[config.mk]
export PLATFORM = sky130hd
export DESIGN_NAME = lcd_line_mode_timing
export DESIGN_NICKNAME = d
export VERILOG_FILES = /design/src/rtl/lltm_pkg.sv /design/src/rtl/lcd_line_mode_timing.sv /design/src/rtl/lltm_cfg_regs.sv /design/src/rtl/lltm_step.sv /design/src/rtl/lltm_rsp_reg.sv
export SDC_FILE = /design/constraint.sdc
export NUM_CORES = 1
export LEC_CHECK = 0
export CAP_MARGIN = 15
export CORE_MARGIN = 5
export CORE_UTILIZATION = 40
export CTS_CLUSTER_SIZE = 20
export DETAILED_ROUTE_END_ITERATION = 8
export DONT_BUFFER_PORTS = 1
export GPL_TIMING_DRIVEN = 0
export PLACE_DENSITY = 0.52
export SLEW_MARGIN = 20
export SYNTH_ARGS = -nofsm -noshare
export SYNTH_HDL_FRONTEND = slang
export SYNTH_SLANG_ARGS = --single-unit
[constraint.sdc]
create_clock -name clock -period 6 [get_ports clock]
set_clock_uncertainty 0.1 [all_clocks]
set_input_delay 0.6 -clock clock [delete_from_list [all_inputs] [get_ports clock]]
set_output_delay 0.6 -clock clock [all_outputs]
set_load 0.02 [all_outputs]
[src/rtl/lltm_pkg.sv]
// ---------------------------------------------------------------------------
// lltm_pkg
// Shared constants, codes and types for the LCD line and mode timing block.
// ---------------------------------------------------------------------------
package lltm_pkg;

   // display timing
   localparam int DOTS_PER_LINE = 456;
   localparam int VISIBLE_LINES = 144;
   localparam int TOTAL_LINES   = 154;
   localparam int SCAN_DOTS     = 80;
   localparam int DRAW_DOTS     = 172;

   // field widths
   localparam int DOTS_W = 8;
   localparam int LINE_W = 8;
   localparam int ROW_W  = 8;
   localparam int CSR_INDEX_W = 3;
   localparam int CSR_DATA_W  = 8;
   localparam int IRQ_EN_W    = 4;
   localparam int RSP_DATA_W  = 40;

   // dot position never reaches a full line, sum stays below two lines
   localparam int DOT_W = $clog2(DOTS_PER_LINE);
   localparam int SUM_W = DOT_W + 1;

   localparam logic [SUM_W-1:0]  LINE_DOTS  = SUM_W'(DOTS_PER_LINE);
   localparam logic [SUM_W-1:0]  SCAN_END   = SUM_W'(SCAN_DOTS);
   localparam logic [SUM_W-1:0]  DRAW_END   = SUM_W'(SCAN_DOTS + DRAW_DOTS);
   localparam logic [LINE_W-1:0] VIS_LINES  = LINE_W'(VISIBLE_LINES);
   localparam logic [LINE_W-1:0] LAST_LINE  = LINE_W'(TOTAL_LINES - 1);
   localparam logic [7:0]        WINDOW_LEFT_MAX = 8'd166;

   // status request enable bits
   localparam int IRQ_HBLANK  = 0;
   localparam int IRQ_VBLANK  = 1;
   localparam int IRQ_SCAN    = 2;
   localparam int IRQ_COINC   = 3;

   typedef enum logic [CSR_INDEX_W-1:0] {
      REG_LCD_ENABLE    = 3'd0,
      REG_WINDOW_ENABLE = 3'd1,
      REG_COMPARE_LINE  = 3'd2,
      REG_WINDOW_TOP    = 3'd3,
      REG_WINDOW_LEFT   = 3'd4,
      REG_STAT_IRQ_EN   = 3'd5
   } reg_index_type;

   typedef enum logic [1:0] {
      MODE_HBLANK = 2'd0,
      MODE_VBLANK = 2'd1,
      MODE_SCAN   = 2'd2,
      MODE_DRAW   = 2'd3
   } mode_type;

   typedef struct packed {
      logic                lcd_enable;
      logic                window_enable;
      logic [LINE_W-1:0]   compare_line;
      logic [7:0]          window_top;
      logic [7:0]          window_left;
      logic [IRQ_EN_W-1:0] stat_irq_enables;
   } cfg_type;

   // register values after reset, display on
   localparam cfg_type CFG_RESET = '{
      lcd_enable:       1'b1,
      window_enable:    1'b0,
      compare_line:     '0,
      window_top:       '0,
      window_left:      '0,
      stat_irq_enables: '0
   };

   typedef struct packed {
      logic [LINE_W-1:0] current_line;
      mode_type          mode;
      logic              coincidence;
      logic              vblank_request;
      logic              stat_request;
      logic              line_done;
      logic [LINE_W-1:0] done_line;
      logic [ROW_W-1:0]  done_window_row;
      logic              done_window_active;
      logic              frame_complete;
      logic              hblank_entered;
   } result_type;

endpackage

[src/rtl/lcd_line_mode_timing.sv]
// A result is registered and appears in the cycle after its request is accepted.
// Throughput: one request per cycle; the single result register frees as
// its result is taken, so input and output stall only on rsp_tready.
// Reset (synchronous, active high): dot, line, mode, compare flag and
// window state clear; registers clear except lcd_enable, which sets.
// ---------------------------------------------------------------------------
// lcd_line_mode_timing
// Scanline timing sequencer: dot/line counters, mode, status requests.
// ---------------------------------------------------------------------------
module lcd_line_mode_timing (
   input  logic                               clock,
   input  logic                               reset,
   // request channel
   input  logic                               req_tvalid,
   output logic                               req_tready,
   input  logic [lltm_pkg::DOTS_W-1:0]        req_tdata,   // [7:0] dots
   // result channel
   output logic                               rsp_tvalid,
   input  logic                               rsp_tready,
   // [7:0] current_line, [9:8] mode, [10] coincidence, [11] vblank_request,
   // [12] stat_request, [13] line_done, [21:14] done_line,
   // [29:22] done_window_row, [30] done_window_active, [31] frame_complete,
   // [32] hblank_entered, [39:33] zero
   output logic [lltm_pkg::RSP_DATA_W-1:0]    rsp_tdata,
   // configuration write port
   input  logic                               csr_we,
   input  logic [lltm_pkg::CSR_INDEX_W-1:0]   csr_index,
   input  logic [lltm_pkg::CSR_DATA_W-1:0]    csr_wdata
);
   import lltm_pkg::*;

   cfg_type    cfg;
   result_type step_result;
   result_type rsp_result;
   logic       can_load;
   logic       req_accept;

   assign req_tready = can_load;
   assign req_accept = req_tvalid && can_load;

   lltm_cfg_regs u_cfg (
      .clock     (clock),
      .reset     (reset),
      .csr_we    (csr_we),
      .csr_index (csr_index),
      .csr_wdata (csr_wdata),
      .cfg       (cfg)
   );

   lltm_step u_step (
      .clock   (clock),
      .reset   (reset),
      .cfg     (cfg),
      .advance (req_accept),
      .dots    (req_tdata),
      .result  (step_result)
   );

   lltm_rsp_reg u_rsp (
      .clock     (clock),
      .reset     (reset),
      .load      (req_accept),
      .load_data (step_result),
      .can_load  (can_load),
      .rsp_valid (rsp_tvalid),
      .rsp_ready (rsp_tready),
      .rsp_data  (rsp_result)
   );

   // pack result fields, first field lowest
   assign rsp_tdata = {7'b0,
                       rsp_result.hblank_entered,
                       rsp_result.frame_complete,
                       rsp_result.done_window_active,
                       rsp_result.done_window_row,
                       rsp_result.done_line,
                       rsp_result.line_done,
                       rsp_result.stat_request,
                       rsp_result.vblank_request,
                       rsp_result.coincidence,
                       rsp_result.mode,
                       rsp_result.current_line};

endmodule

[src/rtl/lltm_cfg_regs.sv]
// ---------------------------------------------------------------------------
// lltm_cfg_regs
// Configuration register file, write-only, indexed writes.
// ---------------------------------------------------------------------------
module lltm_cfg_regs (
   input  logic                              clock,
   input  logic                              reset,
   input  logic                              csr_we,
   input  logic [lltm_pkg::CSR_INDEX_W-1:0]  csr_index,
   input  logic [lltm_pkg::CSR_DATA_W-1:0]   csr_wdata,
   output lltm_pkg::cfg_type                 cfg
);
   import lltm_pkg::*;

   cfg_type cfg_ff;
   cfg_type cfg_in;

   // decode the register write, unused indexes fall through
   always_comb begin
      cfg_in = cfg_ff;
      if (csr_we) begin
         unique case (reg_index_type'(csr_index))
            REG_LCD_ENABLE:    cfg_in.lcd_enable       = csr_wdata[0];
            REG_WINDOW_ENABLE: cfg_in.window_enable    = csr_wdata[0];
            REG_COMPARE_LINE:  cfg_in.compare_line     = csr_wdata[LINE_W-1:0];
            REG_WINDOW_TOP:    cfg_in.window_top       = csr_wdata[7:0];
            REG_WINDOW_LEFT:   cfg_in.window_left      = csr_wdata[7:0];
            REG_STAT_IRQ_EN:   cfg_in.stat_irq_enables = csr_wdata[IRQ_EN_W-1:0];
            default: ;
         endcase
      end
   end

   always_ff @(posedge clock) begin
      if (reset) begin
         cfg_ff <= CFG_RESET;
      end else begin
         cfg_ff <= cfg_in;
      end
   end

   assign cfg = cfg_ff;

endmodule

[src/rtl/lltm_step.sv]
// ---------------------------------------------------------------------------
// lltm_step
// Timing state (dot, line, mode, compare, window) and the one-pass update
// that turns a dot count into the next state and a result.
// ---------------------------------------------------------------------------
module lltm_step (
   input  logic                         clock,
   input  logic                         reset,
   input  lltm_pkg::cfg_type            cfg,
   input  logic                         advance,
   input  logic [lltm_pkg::DOTS_W-1:0]  dots,
   output lltm_pkg::result_type         result
);
   import lltm_pkg::*;

   logic [DOT_W-1:0]  dot_ff,   dot_in;
   logic [LINE_W-1:0] line_ff,  line_in;
   mode_type          mode_ff,  mode_in;
   logic              match_ff, match_in;
   logic [ROW_W-1:0]  row_ff,   row_in;
   logic              seen_ff,  seen_in;

   logic [SUM_W-1:0]  dot_sum;
   logic [SUM_W-1:0]  dot_wrap;
   logic              line_end;
   logic [LINE_W-1:0] line_next;
   logic              old_visible;
   logic              new_visible;
   logic              new_frame;
   logic              enter_vblank;
   logic              coinc_hit;
   logic              win_step;
   mode_type          mode_mid;
   mode_type          mode_dot;
   logic              mode_change;
   logic              hbl;
   logic [IRQ_EN_W-1:0] irq_en;

   // dot accumulation and line end
   assign irq_en      = cfg.stat_irq_enables;
   assign dot_sum     = {1'b0, dot_ff} + SUM_W'(dots);
   assign line_end    = (dot_sum >= LINE_DOTS);
   assign dot_wrap    = line_end ? (dot_sum - LINE_DOTS) : dot_sum;
   assign old_visible = (line_ff < VIS_LINES);

   // next line number, wraps at the last line
   always_comb begin
      if (!line_end) begin
         line_next = line_ff;
      end else if (line_ff == LAST_LINE) begin
         line_next = '0;
      end else begin
         line_next = line_ff + 1'b1;
      end
   end

   assign new_visible  = (line_next < VIS_LINES);
   assign new_frame    = line_end && (line_next == '0);
   assign enter_vblank = line_end && (line_next == VIS_LINES);
   assign coinc_hit    = line_end && (line_next == cfg.compare_line);
   assign win_step     = line_end && old_visible && cfg.window_enable &&
                         (line_ff >= cfg.window_top) &&
                         (cfg.window_left <= WINDOW_LEFT_MAX) && seen_ff;

   // mode after the line boundary, before the dot-based update
   always_comb begin
      if (enter_vblank) begin
         mode_mid = MODE_VBLANK;
      end else if (line_end && new_visible) begin
         mode_mid = MODE_SCAN;
      end else begin
         mode_mid = mode_ff;
      end
   end

   // mode from dot position within a visible line
   always_comb begin
      priority if (dot_wrap < SCAN_END) begin
         mode_dot = MODE_SCAN;
      end else if (dot_wrap < DRAW_END) begin
         mode_dot = MODE_DRAW;
      end else begin
         mode_dot = MODE_HBLANK;
      end
   end

   assign mode_change = new_visible && (mode_dot != mode_mid);
   assign hbl = mode_change && (mode_dot == MODE_HBLANK) && (mode_mid == MODE_DRAW);

   // next state and result
   always_comb begin
      dot_in   = dot_ff;
      line_in  = line_ff;
      mode_in  = mode_ff;
      match_in = match_ff;
      row_in   = row_ff;
      seen_in  = seen_ff;
      result   = '0;
      if (!cfg.lcd_enable) begin
         dot_in  = '0;
         line_in = '0;
         mode_in = MODE_HBLANK;
      end else begin
         dot_in  = dot_wrap[DOT_W-1:0];
         line_in = line_next;
         mode_in = mode_change ? mode_dot : mode_mid;
         if (line_end) begin
            match_in = coinc_hit;
         end
         // window row counter and window-active tracking
         if (new_frame) begin
            row_in  = '0;
            seen_in = (cfg.window_top == '0);
         end else if (win_step) begin
            row_in = row_ff + 1'b1;
         end
         if (line_end && new_visible && (line_next == cfg.window_top)) begin
            seen_in = 1'b1;
         end
         result.vblank_request = enter_vblank;
         result.frame_complete = enter_vblank;
         result.hblank_entered = hbl;
         result.stat_request   = (coinc_hit && irq_en[IRQ_COINC]) ||
                                 (enter_vblank && irq_en[IRQ_VBLANK]) ||
                                 (line_end && new_visible && irq_en[IRQ_SCAN]) ||
                                 (hbl && irq_en[IRQ_HBLANK]) ||
                                 (mode_change && (mode_dot == MODE_SCAN) &&
                                  irq_en[IRQ_SCAN]);
         if (line_end && old_visible) begin
            result.line_done          = 1'b1;
            result.done_line          = line_ff;
            result.done_window_row    = row_ff;
            result.done_window_active = seen_ff;
         end
      end
      result.current_line = line_in;
      result.mode         = mode_in;
      result.coincidence  = match_in;
   end

   // state registers move only on an accepted request
   always_ff @(posedge clock) begin
      if (reset) begin
         dot_ff   <= '0;
         line_ff  <= '0;
         mode_ff  <= MODE_HBLANK;
         match_ff <= 1'b0;
         row_ff   <= '0;
         seen_ff  <= 1'b0;
      end else if (advance) begin
         dot_ff   <= dot_in;
         line_ff  <= line_in;
         mode_ff  <= mode_in;
         match_ff <= match_in;
         row_ff   <= row_in;
         seen_ff  <= seen_in;
      end
   end

endmodule

[src/rtl/lltm_rsp_reg.sv]
// ---------------------------------------------------------------------------
// lltm_rsp_reg
// Result register: holds one result, takes a new one as the old one leaves.
// ---------------------------------------------------------------------------
module lltm_rsp_reg (
   input  logic                  clock,
   input  logic                  reset,
   input  logic                  load,
   input  lltm_pkg::result_type  load_data,
   output logic                  can_load,
   output logic                  rsp_valid,
   input  logic                  rsp_ready,
   output lltm_pkg::result_type  rsp_data
);
   import lltm_pkg::*;

   logic       valid_ff;
   logic       valid_in;
   result_type data_ff;

   // free when empty or being drained this cycle
   assign can_load = !valid_ff || rsp_ready;
   assign valid_in = load || (valid_ff && !rsp_ready);

   always_ff @(posedge clock) begin
      if (reset) begin
         valid_ff <= 1'b0;
      end else begin
         valid_ff <= valid_in;
      end
   end

   // payload register
   always_ff @(posedge clock) begin
      if (load) begin
         data_ff <= load_data;
      end
   end

   assign rsp_valid = valid_ff;
   assign rsp_data  = data_ff;

endmodule

**After elaboration in Yosys (flattened, before gate mapping)**

Cells that the tools add are included.

- Add/sub/neg operators: 4
- Order comparisons: 7
- Equality and inequality tests: 12
- Muxes and demuxes: 18
- Reduce and logical (&&, ||, !) cells: 44

Operator list:

| kind | number |
|---|---|
| 8-bit 2-to-1 mux | 5 |
| 1-bit logical AND | 21 |
| 18-bit 2-to-1 mux | 1 |
| 8-bit by 1-bit adder with 8-bit output, second input constant | 2 |
| 8-bit equality test | 2 |
| 8-bit equality test, second input constant | 2 |
| 8-bit zero test | 2 |
| 8-bit less-than comparator, second input constant | 2 |
| 2-bit AND reduction | 7 |
| 2-bit 2-to-1 mux | 6 |
| 9-bit by 8-bit adder with 10-bit output | 1 |
| 10-bit by 9-bit greater-or-equal comparator with 1-bit output, second input constant | 1 |
| 10-bit by 7-bit less-than comparator with 1-bit output, second input constant | 1 |
| 10-bit by 8-bit less-than comparator with 1-bit output, second input constant | 1 |
| 10-bit 2-to-1 mux | 1 |
| 10-bit by 9-bit subtractor with 10-bit output, second input constant | 1 |
| 9-bit 2-to-1 mux | 1 |
| 8-bit greater-or-equal comparator | 1 |
| 8-bit less-or-equal comparator, second input constant | 1 |
| 3-bit by 2-bit equality test with 1-bit output, second input constant | 2 |
| 3-bit equality test, second input constant | 2 |
| 1-bit logical OR | 6 |
| 3-bit AND reduction | 2 |
| 2-bit equality test, second input constant | 2 |
| other kinds (7) | 12 |

- Register bits: 92
- Bits of input ports: 24
- Output and inout port bits: 42
- Logic and storage cells: 108

**Longest topological paths before layout**

Gate-level depths: netlist of run 1.

- Depth in word-level cells: 14
- Mapped depth: 16
- Depth with buffers taken out: 16

**Modules after synthesis**

A second synthesis of run 1 with hierarchy kept.

- Cells, all modules: 614
- Area total of the unflattened synthesis: 5768.0 um^2

Modules (own cells, without submodules):

| module | times used | cells each | area each (um^2) | sequential area each (um^2) |
|---|---|---|---|---|
| lltm_step | 1 | 453 | 3400.8 | 580.6 |
| lltm_cfg_regs | 1 | 115 | 1267.5 | 600.6 |
| lltm_rsp_reg | 1 | 37 | 1037.2 | 1011.0 |
| lcd_line_mode_timing | 1 | 9 | 62.6 | 0.0 |

**Worst setup path after synthesis of run 1**

OpenSTA, ideal clock, no wires.

- Kind: input to register
- Start point: in req_tdata[0] in the netlist's numbering
- End point: reg u_rsp.data_ff, in the netlist u_rsp.rsp_data[20], data pin
- Setup time: 0.259 ns
- Arrival: 3.320 ns
- Data required time: 5.641 ns
- Slack: 2.321 ns
- Stages on the path: 14
- Path buffers: 1
- Path through: ha_1 inv_1 fa_1 nand2b_1 a211oi_1 a211o_1 nand3_4 o31ai_4 buf_6 nand3_1 xor2_1 o2111a_1 a41oi_1 o2bb2ai_1

- Longest elaborated chain between the ends: 14
- Elaborated cells on any way between the ends: 34
- Classes of those cells: add/sub (2); order compare (4); eq/ne (5); mux (6); reduce/logical (17)

Ends and longest elaborated chain:

| what | line | source |
|---|---|---|
| from (decl) | lcd_line_mode_timing.sv:16 | `input logic [lltm_pkg::DOTS_W-1:0] req_tdata,` |
| 9-bit by 8-bit adder with 10-bit output (*) | lltm_step.sv:41 | `assign dot_sum = {1'b0, dot_ff} + SUM_W'(dots);` |
| 10-bit by 9-bit greater-or-equal comparator with 1-bit output | lltm_step.sv:42 | `assign line_end = (dot_sum >= LINE_DOTS);` |
| 8-bit 2-to-1 mux | lltm_step.sv:48 | `if (!line_end) begin` |
| 8-bit less-than comparator | lltm_step.sv:57 | `assign new_visible = (line_next < VIS_LINES);` |
| 1-bit logical AND | lltm_step.sv:69, lltm_step.sv:125 |  |
| 2-bit 2-to-1 mux | lltm_step.sv:69 | `end else if (line_end && new_visible) begin` |
| 2-bit 2-to-1 mux | lltm_step.sv:67 | `if (enter_vblank) begin` |
| 2-bit inequality test | lltm_step.sv:87 | `assign mode_change = new_visible && (mode_dot != mode_mid);` |
| 1-bit logical AND | lltm_step.sv:87 |  |
| 1-bit logical AND (2 in a row) | lltm_step.sv:88 | `assign hbl = mode_change && (mode_dot == MODE_HBLANK) && (mode_mid == MODE_DRAW);` |
| 1-bit logical AND | lltm_step.sv:126 | `(hbl && irq_en[IRQ_HBLANK]) \|\|` |
| 1-bit logical OR | lltm_step.sv:125 | `(line_end && new_visible && irq_en[IRQ_SCAN]) \|\|` |
| 1-bit logical OR (*) | lltm_step.sv:126 |  |
| to (signal assigned) | lltm_rsp_reg.sv:36 | `data_ff <= load_data;` |
| to (decl) | lltm_rsp_reg.sv:19 | `result_type data_ff;` |

Every way passes the cells marked *; elsewhere a longest branch is shown, timed or not.
A chain may end at the register's enable or synchronous reset.

**Final worst setup path of run 1**

- Start point: reg u_step.dot_ff[0]
- End point: reg u_rsp.data_ff, in the netlist u_rsp.rsp_data[20], data pin

- Longest elaborated chain between the ends: 14
- Elaborated cells on any way between the ends: 34
- Classes of those cells: add/sub (2); order compare (4); eq/ne (5); mux (6); reduce/logical (17)

Ends and longest elaborated chain:

| what | line | source |
|---|---|---|
| from (decl) | lltm_step.sv:16 | `logic [DOT_W-1:0] dot_ff, dot_in;` |
| from (signal assigned) | lltm_step.sv:151 | `dot_ff <= dot_in;` |
| 9-bit by 8-bit adder with 10-bit output (*) | lltm_step.sv:41 |  |
| 10-bit by 9-bit greater-or-equal comparator with 1-bit output | lltm_step.sv:42 |  |
| 8-bit 2-to-1 mux | lltm_step.sv:48 |  |
| 8-bit less-than comparator | lltm_step.sv:57 |  |
| 1-bit logical AND | lltm_step.sv:69, lltm_step.sv:125 |  |
| 2-bit 2-to-1 mux | lltm_step.sv:69 |  |
| 2-bit 2-to-1 mux | lltm_step.sv:67 |  |
| 2-bit inequality test | lltm_step.sv:87 |  |
| 1-bit logical AND | lltm_step.sv:87 |  |
| 1-bit logical AND (2 in a row) | lltm_step.sv:88 |  |
| 1-bit logical AND | lltm_step.sv:126 |  |
| 1-bit logical OR | lltm_step.sv:125 |  |
| 1-bit logical OR (*) | lltm_step.sv:126 |  |

Marked as above.

==> flow_metrics.py, run 1 <==
metrics = {
    "floorplanning": {
        "start_util_pct": 41.0,
        "die_area_sq_um": 16100,
        "ios": 66,
        "std_cell_rows": 42,
        "dieWidth_um": 127,
        "core_area_sq_um": 13300,
        "die_h_um": 127,
    },
    "global_routing": {
        "grt_pass1_wl_um": 22200,
        "antenna_found_initial": 0,
        "gr-total-overflow": 0,
        "grt_pass1_vias": 4121,
        "track_usage_pct": 17.5,
        "grt_max_degree": 31,
    },
    "setup_path": {
        "rrSetupSlack_ps": 2050,
        "rr_worst_depth": 13,
        "critPathSlowestCell": "fa_1",
        "cp-end-kind": "register",
        "worstPathArrival_ps": 3940,
        "crit-reg2reg-launch": "u_step.dot_ff[0]",
        "worstPathCellList": "ha_1, inv_1, fa_1, nand2b_1, a211oi_1, a211o_1, nand3_4, o31a_4, o31ai_4, o211ai_2, and2_1, a32o_1, o2bb2ai_1",
        "regToRegEndpoint": "u_rsp.rsp_data[20]",
        "required_ps": 6000,
        "slowest_delay_ps": 390,
        "critPathKind": "reg2reg",
        "crit_fanout": 8,
        "critPathLaunchType": "register",
    },
    "drt": {
        "route.detailed.drc": 0,
        "vias": 4337,
        "wl_per_cell_um": 17.3,
        "drtPass1Iterations": 5,
        "drt_wl_total_um": 13700,
        "antenna_left": 0,
        "dr.first_iter.drc_count": 323,
        "viasPerCell": 5.47,
    },
    "logic_synthesis": {
        "synthFlopType": "dfxtp_1",
        "synth_edf_count": 32,
        "synth_seq_cells": 92,
        "synth_warnings": 0,
        "synth_compound_gate_area_share_pct": 17.7,
        "async_reset_ff_share_pct": 0,
        "syn_inst": 594,
        "synth_top_area_share_pct": 22.0,
        "ys_seq_area_share_pct": 39.7,
        "synth_top_area_cell": "dfxtp_1",
        "synth_top_family_by_area": "simple AND/OR/NAND/NOR gates",
        "muxShareOfSynthArea_pct": 4.15,
        "netlist_top_cells_count": "nand2_1, nor2_1, dfxtp_1",
        "synthAdderAreaFrac_pct": 4.96,
        "synth_most_common_cell": "nand2_1",
        "ys_top_cells_by_area": "dfxtp_1, edfxtp_1, nand2_1",
        "synth.distinct_cells": 86,
        "synth_xor_area_share_pct": 6.15,
        "avgSynthCellArea_sq_um": 9.18,
        "synthSimpleGateAreaFrac_pct": 22.3,
        "syn_area_sq_um": 5450,
    },
    "clock_tree": {
        "hold_buffers": 0,
        "clk_latency_ps": 350,
        "numCtsBuffers": 9,
        "post_cts_resized": 0,
        "cts_max_level": 3,
        "clk_pin_slew_ps": 60,
        "postCtsSetupRepairBufs": 0,
        "cts_root_buf": "clkbuf_16",
        "cts_tree": "yes",
        "clockBufferDepth": 2,
        "clock-sinks": 92,
    },
    "power_and_ir_drop": {
        "pwr-share-seq_pct": 45.3,
        "p_sw_share_pct": 28.9,
        "leakage_nw": 2.26,
        "p_int_mw": 1.11,
        "vdd_drop_max_mv": 0.227,
        "pwr-share-clk_pct": 36.9,
        "power.density_nw_per_um2": 259,
        "p_sw_mw": 0.450,
        "combPwrFrac_pct": 17.8,
    },
    "cells_and_area": {
        "seq_area_sq_um": 2160,
        "fillers": 1338,
        "fin_nets": 657,
        "drive_above_1_share_pct": 10.4,
        "antenna_cells": 0,
        "syn_to_final_growth_pct": 10.4,
        "multiInputGateArea_sq_um": 3040,
    },
    "min_path": {
        "min_path_cells": 2,
        "holdPathEnd": "u_rsp.rsp_valid",
        "hold_start": "req_tvalid",
        "hold_class": "in2reg",
    },
    "placed_design": {
        "io_buffers": 0,
        "place_ws_ps": 1820,
        "routabilityCongestion": 0.891,
        "dp_hpwl_um": 10500,
    },
    "timing": {
        "fin_crit_sh_pct": 65.8,
        "final_hold_viol_count": 0,
        "fmax_mhz": 253,
        "tightest_slew_ps": 974,
        "period_needed_ps": 3950,
        "finalMaxSlewViolations": 0,
        "fin_ws_ps": 2050,
        "rsz0062_at_grt": "false",
        "relSlewSlack_pct": 33.4,
        "setup_tns_ps": 0,
        "hold_slack_ps": 280,
        "finalSetupViolations": 0,
    },
    "run_status": {
        "status": "completed",
    },
    "job": {
        "maxCapViolCount": 0,
    },
}
## layout by cell type (no fill, tap or decap), drive strengths merged, types with 15 or more instances in the layout
cell and n:
inv 25, mux2i 21, and2 24, clkbuf 30, ha 20, nor2 66, dfxtp 60, edfxtp 32
nor3 15, nand3 16, buf 16, a21oi 43, nand2 74
## flip-flops by register name, indices dropped and copies added (netlist names)
signal and flops:
u_step.mode_ff 2, u_rsp.rsp_valid 1, u_step.dot_ff 9, u_step.seen_ff 1, u_step.match_ff 1, u_cfg.cfg 30
u_step.line_ff 8, u_rsp.rsp_data 32, u_step.row_ff 8
## cell type report
cell class	count	share of cell area, %
multi-input combinational	448	50.5
sequential	92	35.9
clock buffer	10	3.97
tap	176	3.66
buffer	35	3.04
inverter	25	1.56
clock inverter	6	1.04
timing repair buffer	1	0.333
## stage by stage
stage               total power [mW]  util, %  instances  area [sq um]
finish                          1.56     45.3        793          6020
detailed placement             0.995     43.0        777          5720
CTS                             1.57     45.3        793          6020
global placement               0.988     42.8        776          5700
global route                    1.64     45.3        793          6020
floorplan                      0.934        -        600          5480
## routing by layer
layer	up-vias	global-route usage, %	wire (um)
met5	-	0	0
met4	0	4.61	138
met3	11	4.83	901
met2	125	25.6	5800
met1	2061	25.5	6910
li1	2140	-	-
## worst max-delay path by stage
stage,from,to,slack (ps),cells after the start
after floorplan,req_tdata[0],u_rsp.rsp_data[20],2320,14
after global placement,req_tdata[0],u_rsp.rsp_data[20],1820,13
after detailed placement,req_tdata[0],u_rsp.rsp_data[20],1820,13
after CTS,u_step.dot_ff[0],u_rsp.rsp_data[20],2050,13
after global routing,u_step.dot_ff[0],u_rsp.rsp_data[20],1750,13
final,u_step.dot_ff[0],u_rsp.rsp_data[20],2050,13
## critical path: cells and delay by family, from the launching register on
family,cells,cell delay [ps]
and+or+nand+nor,3,660
DFF,1,340
AOI/OAI and AO/OA,7,1960
buffers and inverters,1,60
adders and majority gates,2,580
## kinds of logic after synthesis
family,count (synthesis)
AO/OA/AOI/OAI,126
XOR/XNOR,32
adder cells (fa/ha/maj),21
buffers and inverters,60
flip-flops,92
multiplexers,21
other,1
AND/OR/NAND/NOR,241
## power groups by stage
| stage | clock [mW] | sequential, mW | combinational (mW) |
|---|---|---|---|
| after global placement | 0 | 0.721 | 0.267 |
| after global routing | 0.623 | 0.710 | 0.306 |
| after floorplan | 0 | 0.715 | 0.219 |
| final | 0.575 | 0.707 | 0.277 |
| after detailed placement | 0 | 0.721 | 0.274 |
| after CTS | 0.592 | 0.707 | 0.276 |
Note: power is estimated with default switching activity, not from simulation.
==> run 2: changes to the inputs <==
==> constraint.sdc (replaced) <==
create_clock -name clock -period 4.1 [get_ports clock]
set_clock_uncertainty 0.1 [all_clocks]
set_input_delay 0.41 -clock clock [delete_from_list [all_inputs] [get_ports clock]]
set_output_delay 0.41 -clock clock [all_outputs]
set_load 0.02 [all_outputs]
==> run 2 against run 1 <==
Against the previous run:
- sequential cell count unchanged
- power up 47%
- die area unchanged
- first-iteration DRC count up 3.1%
- register-to-register slack worse by 1900 ps
- cell area up 0.44%
- non-clock buffer count up 1
- cell count up 0.13%
- clock power up 46%
- worst setup slack worse by 1900 ps
- sequential share of layout area down 0.16 points
- largest power group unchanged
==> flow_metrics.py, run 2 (synthesis results as in run 1) <==
metrics = {
    "timing": {
        "period_needed_ps": 3910,
        "fin_ws_ps": 186,
        "final_hold_viol_count": 0,
        "fin_crit_sh_pct": 95.5,
        "finalSetupViolations": 0,
        "rsz0062_at_grt": "false",
        "finalMaxSlewViolations": 0,
        "tightest_slew_ps": 974,
        "hold_slack_ps": 88.8,
        "setup_tns_ps": 0,
        "relSlewSlack_pct": 33.4,
        "fmax_mhz": 255,
    },
    "setup_path": {
        "required_ps": 4100,
        "crit_fanout": 9,
        "cp-end-kind": "register",
        "critPathKind": "reg2reg",
        "critPathLaunchType": "register",
        "worstPathArrival_ps": 3910,
    },
    "drt": {
        "wl_per_cell_um": 17.3,
        "antenna_left": 0,
        "vias": 4343,
        "wl_met3_um": 942,
        "dr.first_iter.drc_count": 333,
        "met2_length_um": 5800,
        "topRoutingLayerUsed": "met4",
        "drt_wl_total_um": 13800,
        "viasPerCell": 5.47,
        "drtPass1Iterations": 5,
        "drt-met1-wl_um": 6850,
        "route.detailed.drc": 0,
    },
    "placed_design": {
        "dp_hpwl_um": 10500,
        "dp.cells": 777,
        "io_buffers": 0,
        "routabilityCongestion": 0.891,
        "place_ws_ps": 111,
    },
    "floorplanning": {
        "ios": 66,
        "std_cell_rows": 42,
        "die_h_um": 127,
        "die_area_sq_um": 16100,
        "start_util_pct": 41.0,
        "dieWidth_um": 127,
        "core_area_sq_um": 13300,
    },
    "cells_and_area": {
        "antenna_cells": 0,
        "fin_nets": 658,
        "layout_common_cells": "nand2_1, nor2_1, dfxtp_1",
        "syn_to_final_growth_pct": 10.9,
        "drive_above_1_share_pct": 10.5,
        "fillers": 1335,
        "post-route-util_pct": 45.5,
        "final_common_cell": "nand2_1",
        "largest_register_ffs": 32,
        "fin_cells": 794,
    },
    "min_path": {
        "hold_class": "in2reg",
    },
    "global_routing": {
        "antenna_found_initial": 0,
        "grt_pass1_wl_um": 22200,
        "gr-total-overflow": 0,
        "grt_pass1_vias": 4121,
        "track_usage_pct": 17.5,
        "grt_max_degree": 31,
    },
    "clock_tree": {
        "clockBufferDepth": 2,
        "cts_root_buf": "clkbuf_16",
        "numCtsBuffers": 9,
        "clk_latency_ps": 350,
        "cts_max_level": 3,
        "clk_pin_slew_ps": 60,
        "cts_tree": "yes",
        "clock-sinks": 92,
    },
    "power_and_ir_drop": {
        "leakage_nw": 2.27,
        "power.density_nw_per_um2": 378,
        "vdd_drop_max_mv": 0.331,
    },
    "run_status": {
        "status": "completed",
    },
    "job": {
        "maxCapViolCount": 0,
    },
}
==> run 2: per-layer routing <==
layer,track usage (%),up-vias
met5,0,-
met4,4.61,0
met3,4.83,15
met2,25.6,127
met1,25.5,2057
li1,-,2144
==> run 2: repair_timing <==
action / in CTS / in global routing
gates resized for setup: 0 / 1
setup endpoints to repair: 0 / 3
buffers inserted: 0 / 1
hold buffers: 0 / 0
==> run 2: path summary, 6_finish.rpt <==
kind               startpoint                 end  slack (ps)  cells past startpoint
max          u_step.dot_ff[0]  u_rsp.rsp_data[20]         190                     13
min                req_tvalid     u_rsp.rsp_valid          90                      2
max reg2reg  u_step.dot_ff[0]  u_rsp.rsp_data[20]         190                     13
min reg2reg      u_cfg.cfg[6]        u_cfg.cfg[6]         360                      2
==> run 2: area by class of cell <==
class	count	area [sq um]	area share (%)
inverter	25	93.8	1.55
buffer	35	183	3.02
clock buffer	10	239	3.95
timing repair buffer	2	40.0	0.662
sequential	92	2160	35.8
multi-input combinational	448	3040	50.4
tap	176	220	3.64
clock inverter	6	62.6	1.03
==> run 2: where the power goes <==
| part | internal, mW | switching (mW) |
|---|---|---|
| sequential | 0.986 | 0.0485 |
| clock | 0.488 | 0.353 |
| combinational | 0.151 | 0.260 |
| total | 1.62 | 0.662 |
==> run 2: per-stage QoR <==
stage | total power, mW | cell area, sq um
after detailed placement | 1.46 | 5720
after CTS | 2.30 | 6020
after global routing | 2.40 | 6040
after floorplan | 1.37 | 5480
after global placement | 1.45 | 5700
final | 2.29 | 6040
==> run 2: worst max-delay path, cell delays in order, from the launching register on <==
cell and delay (ps):
dfxtp_1 330, ha_1 180, inv_1 60, fa_1 390, nand2b_1 220, a21oi_1 290, o32a_2 250, nand2_4 110
o31a_4 440, o31ai_4 370, o211ai_2 280, and2_1 250, a32o_1 260, o2bb2ai_1 130
==> run 3: changes to the inputs <==
--- a/config.mk
+++ b/config.mk
@@ -16,4 +16,5 @@
 export SLEW_MARGIN = 20
 export SYNTH_ARGS = -nofsm -noshare
 export SYNTH_HDL_FRONTEND = slang
+export SYNTH_HIERARCHICAL = 1
 export SYNTH_SLANG_ARGS = --single-unit
==> run 3 against run 2 <==
Against the previous run:
- clock-buffer cell count down 1
- register-to-register slack worse by 20 ps
- die area up 5.3%
- wire length up 10%
- cell area up 6.4%
- sequential cell count up 1
- cell count up 3.4%
- clock power down 0.5%
==> flow_metrics.py, run 3 <==
metrics = {
    "run_status": {
        "status": "completed",
    },
    "placed_design": {
        "dp.cells": 801,
        "dp_hpwl_um": 11500,
        "io_buffers": 0,
        "dpl_cell_area_sq_um": 6040,
        "routabilityCongestion": 0.892,
    },
    "timing": {
        "rsz0062_at_grt": "true",
        "hold_slack_ps": 30.1,
        "relSlewSlack_pct": 47.4,
        "fin_crit_sh_pct": 96.1,
        "tightest_slew_ps": 783,
        "fmax_mhz": 254,
        "period_needed_ps": 3940,
        "finalSetupViolations": 0,
        "finalMaxSlewViolations": 0,
        "final_hold_viol_count": 0,
    },
    "floorplanning": {
        "ios": 66,
        "die_area_sq_um": 16900,
        "die_h_um": 130,
        "std_cell_rows": 43,
        "core_area_sq_um": 14000,
        "dieWidth_um": 130,
        "start_util_pct": 41.2,
    },
    "global_routing": {
        "antenna_found_initial": 0,
        "grt_max_degree": 26,
        "gr-total-overflow": 0,
        "track_usage_pct": 18.2,
        "grt_pass1_vias": 4501,
        "grt_pass1_wl_um": 23800,
    },
    "clock_tree": {
        "clock-sinks": 93,
        "cts_max_level": 3,
        "clk_pin_slew_ps": 70,
        "cts_tree": "yes",
        "numCtsBuffers": 9,
        "cts_root_buf": "clkbuf_16",
        "clk_latency_ps": 350,
        "clockBufferDepth": 2,
    },
    "cells_and_area": {
        "fin_cells": 821,
        "drive_above_1_share_pct": 12.5,
        "layout_common_cells": "dfxtp_1, nor2_1, nand2b_1",
        "finalInstanceArea_sq_um": 6430,
        "antenna_cells": 0,
        "fin_nets": 681,
        "final_common_cell": "dfxtp_1",
        "largest_register_ffs": 33,
        "syn_to_final_growth_pct": 11.5,
        "post-route-util_pct": 46.0,
    },
    "logic_synthesis": {
        "syn_area_sq_um": 5770,
        "synth_edf_count": 33,
        "ys_seq_area_share_pct": 38.0,
        "synth_most_common_cell": "dfxtp_1",
        "syn_inst": 614,
        "synth.distinct_cells": 85,
        "synth_warnings": 6,
        "synth_seq_cells": 93,
        "synth_top_area_cell": "dfxtp_1",
        "netlist_top_cells_count": "dfxtp_1, nor2_1, nand2b_1",
        "synth_top_area_share_pct": 20.8,
        "async_reset_ff_share_pct": 0,
        "ys_top_cells_by_area": "dfxtp_1, edfxtp_1, mux2i_1",
        "synthFlopType": "dfxtp_1",
        "avgSynthCellArea_sq_um": 9.39,
    },
    "drt": {
        "antenna_left": 0,
        "wl_per_cell_um": 18.4,
        "drt_wl_total_um": 15100,
        "route.detailed.drc": 0,
        "vias": 4613,
        "dr.first_iter.drc_count": 280,
        "viasPerCell": 5.62,
        "drtPass1Iterations": 5,
    },
    "setup_path": {
        "cp-end-kind": "register",
        "critPathKind": "reg2reg",
        "worstPathArrival_ps": 4070,
        "required_ps": 4230,
        "critPathLaunchType": "register",
        "crit_fanout": 10,
    },
    "job": {
        "maxCapViolCount": 0,
    },
    "power_and_ir_drop": {
        "leakage_nw": 2.45,
        "power_mw": 2.43,
        "power.density_nw_per_um2": 378,
        "vdd_drop_max_mv": 0.209,
    },
    "min_path": {
        "hold_class": "in2reg",
    },
}
==> run 3: kinds of logic after synthesis <==
family | Yosys count | share of synthesized area (%)
other | 1 | 0.0650
buffers and inverters | 60 | 4.97
DFF | 93 | 38.0
xor gates and xnor gates | 29 | 4.88
muxes | 38 | 6.70
adders and majority gates | 21 | 4.69
AOI/OAI and AO/OA | 124 | 16.6
and+or+nand+nor | 248 | 24.1
==> run 3: cell type report <==
class	instances	area (sq um)
tap	180	225
multi-input combinational	467	3360
buffer	37	203
sequential	93	2190
timing repair buffer	6	67.6
fill	1355	7560
clock inverter	7	72.6
clock buffer	9	225
inverter	22	82.6
==> run 3: critical path: stages, from the launching register on <==
cell,delay [ps]
dfxtp_1,340
ha_1,180
inv_1,60
fa_1,410
nor2b_2,160
o31a_1,220
o21ai_1,150
a22o_4,290
o31ai_4,330
buf_6,210
mux2i_4,370
xnor2_1,140
nor4_2,400
nand2_1,100
o21ai_1,210
buf_4,140
==> run 3: power by group <==
part	total [mW]	leakage [nW]	internal [mW]	switching, mW
sequential	1.05	0.820	1.00	0.0495
combinational	0.542	1.48	0.215	0.327
clock	0.837	0.142	0.474	0.362
total	2.43	2.45	1.69	0.739
==> run 3: layer usage <==
layer  track usage [%]  routed length [um]
met1              25.9                7270
met2              26.5                6520
met3              5.16                1080
met4              6.17                 284
met5                 0                   0
==> run 3: worst paths after layout <==
kind / from / to / slack [ps] / cells past startpoint
hold reg to reg: u_step/match_ff / u_step/match_ff / 370 / 2
setup reg to reg: u_step/dot_ff[0] / u_rsp/rsp_data[22] / 160 / 15
setup / recovery: u_step/dot_ff[0] / u_rsp/rsp_data[22] / 160 / 15
hold / removal: reset / u_step/dot_ff[2] / 30 / 1
==> run 3: per-stage QoR <==
| step | setup TNS [ps] | worst slack [ps] |
|---|---|---|
| 6_report | 0 | 162 |
| 5_1_grt | 0 | 12.8 |
| 4_1_cts | 0 | 42.5 |
| 3_5_place_dp | -66.9 | -31.5 |
| 3_3_place_gp | -6960 | -919 |
| 2_1_floorplan | 0 | 486 |
==> run 3: timing repair <==
action / CTS / global route
cloned: 0 / 0
buffers inserted: 0 / 4
hold endpoints to repair: 1 / 0
setup endpoints to repair: 3 / 12
hold buffers: 1 / 0
gates resized for setup: 3 / 6
pin swaps: 0 / 5
